$ cat src/rtl/core/tcw_pkg.sv
`timescale 1ns / 1ps
// Shared types, constants and helpers of the text console writer.
// Depends on nothing; every other file of the block imports it.
package tcw_pkg;

	// Screen geometry.
	localparam int NUM_COLUMNS = 80;
	localparam int NUM_ROWS    = 25;
	localparam int CELL_COUNT  = NUM_COLUMNS * NUM_ROWS;
	localparam int CELL_AW     = $clog2(CELL_COUNT);

	// Field widths of the item and result channels.
	localparam int CMD_W     = 2;
	localparam int CHAR_W    = 8;
	localparam int ATTR_W    = 8;
	localparam int IDX_W     = 11;
	localparam int COL_W     = 7;
	localparam int ROW_W     = 5;
	localparam int CURSOR_AW = 11;
	localparam int CELL_W    = CHAR_W + ATTR_W;

	// Character codes and attributes.
	localparam logic [CHAR_W-1:0] BLANK_CHAR      = 8'h20;
	localparam logic [CHAR_W-1:0] LINE_FEED       = 8'h0a;
	localparam logic [CHAR_W-1:0] CARRIAGE_RETURN = 8'h0d;
	localparam logic [CHAR_W-1:0] PRINT_LO        = 8'h20;
	localparam logic [CHAR_W-1:0] PRINT_HI        = 8'h7e;
	localparam logic [ATTR_W-1:0] RESET_ATTR      = 8'h07;

	typedef enum logic [CMD_W-1:0] {
		CMD_SHOW  = 2'd0,
		CMD_CLEAR = 2'd1,
		CMD_READ  = 2'd2,
		CMD_NONE  = 2'd3
	} cmd_t;

	typedef enum logic [2:0] {
		ST_OP_IDLE,
		ST_OP_WRITE,
		ST_OP_READ,
		ST_OP_FILL,
		ST_OP_SCROLL
	} store_op_t;

	typedef struct packed {
		store_op_t           op;
		logic [CELL_AW-1:0]  addr;
		logic [CELL_W-1:0]   data;
	} store_req_t;

	typedef struct packed {
		logic                done;
		logic [CELL_W-1:0]   rdata;
	} store_rsp_t;

	typedef struct packed {
		logic [COL_W-1:0]     col;
		logic [ROW_W-1:0]     row;
		logic [CURSOR_AW-1:0] addr;
		logic                 scrolled;
		logic [CHAR_W-1:0]    cell_char;
		logic [ATTR_W-1:0]    cell_attr;
	} result_t;

	typedef enum logic [2:0] {
		SEQ_INIT,
		SEQ_INIT_WAIT,
		SEQ_IDLE,
		SEQ_WAIT,
		SEQ_FIN
	} seq_state_t;

	// A cell holds the character in the low byte and the attribute in the high byte.
	function automatic logic [CELL_W-1:0] make_cell(logic [CHAR_W-1:0] c,
		logic [ATTR_W-1:0] a);
		return {a, c};
	endfunction

endpackage

$ cat src/rtl/core/tcw_if.sv
`timescale 1ns / 1ps
// Valid/ready channel interfaces of the text console writer.
// Depends on tcw_pkg for the field widths.
interface tcw_cmd_if;
	import tcw_pkg::*;
	logic              valid;
	logic              ready;
	logic [CMD_W-1:0]  cmd;
	logic [CHAR_W-1:0] ch;
	logic [ATTR_W-1:0] attr;
	logic [IDX_W-1:0]  cell_index;

	modport source (output valid, cmd, ch, attr, cell_index, input ready);
	modport sink (input valid, cmd, ch, attr, cell_index, output ready);
endinterface


$ cat src/rtl/core/tcw_seq.sv
`timescale 1ns / 1ps
// Sequencer of the text console writer: cursor state, command decode and
// the order of memory operations. Depends on tcw_pkg and tcw_if.
module tcw_seq (
	input  logic                    clk,
	input  logic                    arst_n,
	tcw_cmd_if.sink                 item,
	input  logic [tcw_pkg::ATTR_W-1:0] default_attr,
	output tcw_pkg::store_req_t     store_req,
	input  tcw_pkg::store_rsp_t     store_rsp,
	output logic                    res_valid,
	input  logic                    res_ready,
	output tcw_pkg::result_t        res
);
	import tcw_pkg::*;

	seq_state_t        state_q, state_d;
	logic [COL_W-1:0]  col_q, col_d;
	logic [ROW_W-1:0]  row_q, row_d;
	logic [ATTR_W-1:0] cur_attr_q, cur_attr_d;
	logic              scrolled_q, scrolled_d;
	logic              pend_scroll_q, pend_scroll_d;
	logic              is_read_q, is_read_d;
	logic [CHAR_W-1:0] rc_q, rc_d;
	logic [ATTR_W-1:0] ra_q, ra_d;

	logic              col_last;
	logic              row_last;
	logic [CELL_AW-1:0] pos;

	assign col_last = (col_q == COL_W'(NUM_COLUMNS - 1));
	assign row_last = (row_q == ROW_W'(NUM_ROWS - 1));
	assign pos      = CELL_AW'(int'(col_q) + int'(row_q) * NUM_COLUMNS);

	always_ff @(posedge clk or negedge arst_n) begin
		if (!arst_n) begin
			state_q       <= SEQ_INIT;
			col_q         <= '0;
			row_q         <= '0;
			cur_attr_q    <= RESET_ATTR;
			pend_scroll_q <= 1'b0;
			is_read_q     <= 1'b0;
		end else begin
			state_q       <= state_d;
			col_q         <= col_d;
			row_q         <= row_d;
			cur_attr_q    <= cur_attr_d;
			pend_scroll_q <= pend_scroll_d;
			is_read_q     <= is_read_d;
		end
	end

	always_ff @(posedge clk) begin
		scrolled_q <= scrolled_d;
		rc_q       <= rc_d;
		ra_q       <= ra_d;
	end

	always_comb begin
		state_d       = state_q;
		col_d         = col_q;
		row_d         = row_q;
		cur_attr_d    = cur_attr_q;
		scrolled_d    = scrolled_q;
		pend_scroll_d = pend_scroll_q;
		is_read_d     = is_read_q;
		rc_d          = rc_q;
		ra_d          = ra_q;
		store_req     = '{op: ST_OP_IDLE, addr: '0, data: '0};
		item.ready    = 1'b0;
		res_valid     = 1'b0;

		case (state_q)
			SEQ_INIT: begin
				store_req.op   = ST_OP_FILL;
				store_req.data = make_cell(BLANK_CHAR, RESET_ATTR);
				state_d        = SEQ_INIT_WAIT;
			end
			SEQ_INIT_WAIT: begin
				if (store_rsp.done) begin
					state_d = SEQ_IDLE;
				end
			end
			SEQ_IDLE: begin
				item.ready = 1'b1;
				if (item.valid) begin
					scrolled_d    = 1'b0;
					pend_scroll_d = 1'b0;
					is_read_d     = 1'b0;
					rc_d          = '0;
					ra_d          = '0;
					state_d       = SEQ_FIN;
					case (cmd_t'(item.cmd))
						CMD_SHOW: begin
							if (item.ch == LINE_FEED) begin
								col_d = '0;
								if (row_last) begin
									store_req.op   = ST_OP_SCROLL;
									store_req.data = make_cell(BLANK_CHAR, cur_attr_q);
									scrolled_d     = 1'b1;
									state_d        = SEQ_WAIT;
								end else begin
									row_d = row_q + 1'b1;
								end
							end else if (item.ch == CARRIAGE_RETURN) begin
								col_d = '0;
							end else if (item.ch inside {[PRINT_LO:PRINT_HI]}) begin
								cur_attr_d     = item.attr;
								store_req.op   = ST_OP_WRITE;
								store_req.addr = pos;
								store_req.data = make_cell(item.ch, item.attr);
								state_d        = SEQ_WAIT;
								if (col_last) begin
									col_d = '0;
									if (row_last) begin
										// The scroll follows once the cell write is done.
										pend_scroll_d = 1'b1;
										scrolled_d    = 1'b1;
									end else begin
										row_d = row_q + 1'b1;
									end
								end else begin
									col_d = col_q + 1'b1;
								end
							end
						end
						CMD_CLEAR: begin
							store_req.op   = ST_OP_FILL;
							store_req.data = make_cell(BLANK_CHAR, default_attr);
							col_d          = '0;
							row_d          = '0;
							state_d        = SEQ_WAIT;
						end
						CMD_READ: begin
							if (item.cell_index < IDX_W'(CELL_COUNT)) begin
								store_req.op   = ST_OP_READ;
								store_req.addr = item.cell_index[CELL_AW-1:0];
								is_read_d      = 1'b1;
								state_d        = SEQ_WAIT;
							end
						end
						default: begin
						end
					endcase
				end
			end
			SEQ_WAIT: begin
				if (store_rsp.done) begin
					if (is_read_q) begin
						rc_d = store_rsp.rdata[CHAR_W-1:0];
						ra_d = store_rsp.rdata[CELL_W-1:CHAR_W];
					end
					if (pend_scroll_q) begin
						store_req.op   = ST_OP_SCROLL;
						store_req.data = make_cell(BLANK_CHAR, cur_attr_q);
						pend_scroll_d  = 1'b0;
					end else begin
						state_d = SEQ_FIN;
					end
				end
			end
			SEQ_FIN: begin
				res_valid = 1'b1;
				if (res_ready) begin
					state_d = SEQ_IDLE;
				end
			end
			default: begin
				state_d = SEQ_IDLE;
			end
		endcase
	end

	assign res.col       = col_q;
	assign res.row       = row_q;
	assign res.addr      = CURSOR_AW'(int'(col_q) + int'(row_q) * NUM_COLUMNS);
	assign res.scrolled  = scrolled_q;
	assign res.cell_char = rc_q;
	assign res.cell_attr = ra_q;

endmodule

$ cat src/flat_wrapper.sv
// flat-port wrapper written by rule: the top's interface ports become plain ports
module tcw_seq_flat import tcw_pkg::*;
  (clk, arst_n, default_attr, store_req, store_rsp, res_valid, res_ready, res, item_valid, item_cmd, item_ch, item_attr, item_cell_index, item_ready);
  tcw_cmd_if item_i ();
  input  logic clk;
  input  logic arst_n;
  input  logic [tcw_pkg::ATTR_W-1:0] default_attr;
  output tcw_pkg::store_req_t store_req;
  input  tcw_pkg::store_rsp_t store_rsp;
  output logic res_valid;
  input  logic res_ready;
  output tcw_pkg::result_t res;
  input wire logic [$bits(item_i.valid)-1:0] item_valid;
  input wire logic [$bits(item_i.cmd)-1:0] item_cmd;
  input wire logic [$bits(item_i.ch)-1:0] item_ch;
  input wire logic [$bits(item_i.attr)-1:0] item_attr;
  input wire logic [$bits(item_i.cell_index)-1:0] item_cell_index;
  output wire logic [$bits(item_i.ready)-1:0] item_ready;
  assign item_i.valid = item_valid;
  assign item_i.cmd = item_cmd;
  assign item_i.ch = item_ch;
  assign item_i.attr = item_attr;
  assign item_i.cell_index = item_cell_index;
  assign item_ready = item_i.ready;
  tcw_seq u_core (.clk(clk), .arst_n(arst_n), .item(item_i), .default_attr(default_attr), .store_req(store_req), .store_rsp(store_rsp), .res_valid(res_valid), .res_ready(res_ready), .res(res));
endmodule
$ cat config.mk
export PLATFORM = sky130hd
export DESIGN_NAME = tcw_seq_flat
export DESIGN_NICKNAME = d
export VERILOG_FILES = /design/src/rtl/core/tcw_pkg.sv /design/src/rtl/core/tcw_if.sv /design/src/rtl/core/tcw_seq.sv /design/src/flat_wrapper.sv
export SDC_FILE = /design/constraint.sdc
export NUM_CORES = 1
export LEC_CHECK = 0
export BUFFER_PORTS_ARGS = -buffer_cell sky130_fd_sc_hd__buf_2
export CAP_MARGIN = 20
export CORE_MARGIN = 8
export CORE_UTILIZATION = 43
export DETAILED_ROUTE_END_ITERATION = 7
export GPL_ROUTABILITY_DRIVEN = 0
export PLACE_DENSITY = 0.78
export SYNTH_ARGS = -nofsm -noshare
export SYNTH_HDL_FRONTEND = slang
export SYNTH_SLANG_ARGS = --single-unit
$ cat constraint.sdc
create_clock -name clk -period 2.5 [get_ports clk]
set_clock_uncertainty 0.05 [all_clocks]
set_input_delay 0.5 -clock clk [delete_from_list [all_inputs] [get_ports clk]]
set_output_delay 0.5 -clock clk [all_outputs]
set_load 0.05 [all_outputs]
# ---- Yosys cells after proc, flatten, opt, wreduce, memory -nomap -nowiden
# Cells that the tools add are included.
dict set report totals {
  input_bits 58
  n_memories 0
  mem_bits_rw 0
  latch_bits 0
  register_bits 42
  out_inout_bits 72
  mem_bits_ro 0
  wordCells 113
}
dict set report classes {
  addsub 3
  n_lt_le_gt_ge 3
  eq_ne 20
  multipliers 1
  mux 63
  bitwise_logic 2
  shifts 0
  reduce_logical 12
  div_mod_pow 0
}
# cell count
set op_table {}
lappend op_table {{16-bit 2-to-1 mux} 4}
lappend op_table {{30-bit 2-to-1 mux} 2}
lappend op_table {{16-bit case mux with 3 select lines} 1}
lappend op_table {{3-bit 2-to-1 mux} 14}
lappend op_table {{8-bit 2-to-1 mux} 5}
lappend op_table {{16-bit case mux with 2 select lines} 1}
lappend op_table {{8-bit case mux with 2 select lines} 2}
lappend op_table {{28-bit 2-to-1 mux} 1}
lappend op_table {{7-bit 2-to-1 mux} 4}
lappend op_table {{3-bit case mux with 3 select lines} 3}
lappend op_table {{5-bit 2-to-1 mux} 5}
lappend op_table {{11-bit 2-to-1 mux} 2}
lappend op_table {{11-bit case mux with 2 select lines} 1}
lappend op_table {{8-bit by 4-bit == test with 1-bit output (second input constant)} 2}
lappend op_table {{3-bit case mux with 5 select lines} 1}
lappend op_table {{7-bit case mux with 2 select lines} 1}
lappend op_table {{1-bit 2-to-1 mux} 13}
lappend op_table {{13-bit 2-to-1 mux} 1}
lappend op_table {{6-bit AND reduction} 2}
lappend op_table {{8-bit by 11-bit adder with 11-bit output} 1}
lappend op_table {{11-bit less-than comparator (second input constant)} 1}
lappend op_table {{2-bit != test (second input constant)} 5}
lappend op_table {{5-bit case mux with 2 select lines} 1}
lappend op_table {{8-bit by 6-bit greater-or-equal comparator with 1-bit output (second input constant)} 1}
lappend op_table {{25 further kinds} 30}

# ---- Longest topological paths before layout
dict set report depth {
  depth_word 9
  ltp_mapped 8
  ltp_nobuf 8
}

# ---- Least setup slack after synthesis
# OpenSTA, ideal clock, no wires.
dict set report synth_timing {
  path_kind {reg2out}
  start {register u_core.row_q[3]}
  end {output port store_req[26] (netlist bit)}
  t_required_ns 1.950
  arrival_time_ns 3.584
  path_buffers 0
  path_slack_ns -1.634
  path_stages_with_launch 9
  path_cell_list {dfrtp_1 > ha_1 > ha_1 > fa_1 > xor2_1 > o2111ai_1 > xnor2_1 > xnor2_1 > a32o_1}
}
# element line_no
set synth_rtl {}
lappend synth_rtl {{start, declared} tcw_seq.sv:19} ;# logic [ROW_W-1:0] row_q, row_d;
lappend synth_rtl {{start signal, assigned} tcw_seq.sv:46} ;# row_q <= row_d;
lappend synth_rtl {{end, declared} flat_wrapper.sv:8} ;# output tcw_pkg::store_req_t store_req;

==> summary.md <==
| Metric | Value |
|---|---|
| Status | finished with violations |
| Failing checks | negative setup slack |
| GRT Total Usage | 21.1% |
| Post-Route WL | 10600 µm |
| Gate Count Post-Synth | 313 |
| H-tree lvl count | 2 |
| # fillers | 448 |
| Peak VDD IR | 2160 µV |
| Hold Violations, Final | 0 |
| Syn Nets | 385 |
| DR pass1 iterations | 4 |
| Core Rows | 30 |
| Area Overhead vs Synth | 74.8% |
| Synthesized area | 2890 µm² |
| CTS tree | built |
| Synthesized flop and latch total | 42 |
| Register area share after synthesis | 39.5% |
| WL met2 | 5560 µm |
| Most frequent cells in the layout | buf_2 (90), buf_4 (55), nand2_1 (46) |
| Clk root buf | clkbuf_8 |
| Vias in the first global route | 3347 |
| PortBufs | 128 |
| HPWL after detailed placement | 7610 µm |
| Metal3 WL | 753 µm |
| Via count | 3223 |
| Synth Flop Type | dfrtp_1 |
| Max FO, Critical Path | 2 |
| Worst Setup End Kind | primary output |
| Design Power | 5.73 mW |
| Drt drc | 0 |
| Post-route met1 wirelength | 4080 µm |
| Max Used Layer | met4 |
| Initial core utilization | 43.5% |
| GR Overflow Total | 0 |
| Clock buffer depth | 2 |
| Net Sw Frac | 51.2% |
| Yosys top cell by area | dfrtp_1 |
| Final #Nets | 571 |
| Avg Cell Area, Syn | 9.23 µm² |
| Ranking of synthesized cells by area | dfrtp_1 (19%), edfxtp_1 (18%), nand2_1 (6.9%) |
| Crit Path Class | flop to primary output |
| Routed Antenna Nets | 0 |
| Area of the multi-input gates | 2090 µm² |
| Initial drt markers | 161 |
| Area of placed instances | 4340 µm² |
| Power Internal | 2.79 mW |
| Chip width | 98.0 µm |
| Slew Limit Fails | 0 |
| Global-route wire length before repair | 16700 µm |
| PD cells | 1130 nW/µm² |
| DR vias/cell | 5.56 |
| Initial antenna violation count | 0 |
| # IOs | 130 |
| Total CTS buffers | 5 |
| Core Region | 6640 µm² |
| Clock slew at reported path FFs | 0.09 ns |
| # setup viols final | 25 |
| CP arrival | 2.60 ns |
| RSZ-0062 raised after global routing | yes |
| CP startpoint kind | flop |
| Fin worst setup slack | -0.649 ns |
| Period utilization | 126% |
| Largest net degree at the start of global routing | 26 |
| Hold Buf Count CTS | 0 |
| Design area | 5050 µm² |
| Final core utilization | 76.0% |
| Synth top area share | 19.1% |
| Reg power frac | 19.9% |
| Total die area | 9600 µm² |
| Worst-Skew Late Latency | 0.30 ns |
| Post-synth ARST share | 59.5% |
| Die H | 98.0 µm |
| Share of cells above drive strength 1 | 59.0% |
| Req. time, crit path | 1.95 ns |
| Number of flops mapped to enable cells by yosys | 17 |
| Worst-margin pin slew | 0.685 ns |
| Fmax | 0.318 GHz |
| Combinational power share | 71.8% |
| P_leak | 2.35 nW |
| Sequential Area | 1150 µm² |
| Wire length per cell | 18.3 µm |
| Clock power frac | 8.2% |
| Yosys Warn Count | 0 |
| N_diodes | 0 |
| Min-delay worst type | input pin to async pin |
| Relative slew slack | 53.9% |
| Psw | 2.93 mW |
| Clock sink total | 42 |
| Max Cap Violations | 0 |
| Post-route minimum period | 3.15 ns |
| Library cells used by synthesis | 64 |
| Setup TNS | -5.86 ns |
| Commonest non-fill, non-tap cell in the layout | buf_2 |
cells by family (layout without fill, tap and decap cells):
family	Yosys count	after routing	synth area share (%)
compound gates	73	73	19.2
xor+xnor	7	7	2.12
fa+ha+maj	14	14	6.58
buf+inv	31	218	5.37
flops	42	42	39.5
mux	3	3	1.08
other cells	1	1	0.130
simple gates	142	142	26.0
flip-flops by register name, summed over array words and instances, names as in the netlist:
register	cells
u_core.scrolled_q	1
u_core.is_read_q	1
u_core.ra_q	8
u_core.cur_attr_q	8
u_core.pend_scroll_q	1
u_core.col_q	7
u_core.row_q	5
u_core.state_q	3
u_core.rc_q	8
metrics by stage:
step                instances  worst slack (ns)  hold WS (ns)
floorplan                 313            -0.779         0.154
global placement          557            -0.359         0.400
detailed placement        557            -0.392         0.407
CTS                       574            -0.665         0.167
global route              580            -0.699         0.203
finish                    580            -0.649         0.145
power groups by stage:
stage          registers (mW)  logic, mW  clock network, mW
6_report                 1.14       4.11              0.471
4_1_cts                  1.13       3.87              0.473
3_5_place_dp             1.14       3.54                  0
2_1_floorplan            1.51       2.29                  0
3_3_place_gp             1.12       3.48                  0
5_1_grt                  1.17       4.34              0.496
worst paths after layout:
check,from,endpoint,slack [ns],cells after the start
setup / recovery,u_core.row_q[3]$_DFFE_PN0P_,store_req[26],-0.65,8
hold / removal,arst_n,u_core.col_q[1]$_DFFE_PN0P_,0.15,1
setup reg to reg,u_core.row_q[0]$_DFFE_PN0P_,u_core.row_q[0]$_DFFE_PN0P_,0.27,9
hold reg to reg,u_core.cur_attr_q[0]$_DFFE_PN1P_,u_core.cur_attr_q[0]$_DFFE_PN1P_,0.42,2
max in group asynchronous,arst_n,u_core.row_q[0]$_DFFE_PN0P_,1.81,1
min in group clk,item_attr[0],u_core.cur_attr_q[0]$_DFFE_PN1P_,0.35,3
worst max-delay path, cell delays in order (launching register included):
cell and delay [ns]:
dfrtp_2 0.44, ha_4 0.25, ha_4 0.17, fa_2 0.58
o2111ai_4 0.16, xnor2_4 0.18, xnor2_4 0.15, a32o_2 0.22
buf_6 0.15
repair_timing:
action,in CTS,in global routing
pin swaps,22,27
endpoints found under the hold margin,0,0
gates cloned,1,1
setup buffers,8,7
gates resized for setup,90,40
setup endpoints to repair,27,32
routing by layer:
layer | global-route usage, % | up-vias
met1 | 24.8 | 1558
li1 | - | 1518
met3 | 5.12 | 19
met4 | 8.75 | 0
met5 | 0 | -
met2 | 35.7 | 128
cell usage after synthesis, types with 2 or more instances:
cell	n
a211oi_1	2
and4b_1	2
ha_1	12
and3_1	9
nand2_1	53
nor3_1	4
nand3_1	9
buf_2	4
o2111a_1	2
fa_1	2
dfstp_2	3
nand4_1	4
nand3b_1	3
inv_1	11
and3b_1	3
a21o_1	2
or2_2	2
xor2_1	2
nor3b_1	2
and2_1	17
o31ai_1	3
buf_4	9
o21ai_0	11
edfxtp_1	17
o21bai_1	2
a21oi_1	13
or3_1	2
mux2i_1	2
nor2_1	19
xnor2_1	5
a31oi_1	3
a22oi_1	17
or4_1	2
dfrtp_1	22
a32o_1	2
clkbuf_1	6
o22ai_1	3
cell type report:
cell class / instances / area share (%)
Multi-Input combinational cell: 240 / 41.5
Timing Repair Buffer: 198 / 30.8
Sequential cell: 42 / 22.8
Tap cell: 80 / 1.98
Clock buffer: 5 / 1.36
Inverter: 12 / 1.07
Clock inverter: 3 / 0.496
Power figures use the tool's default switching activity.
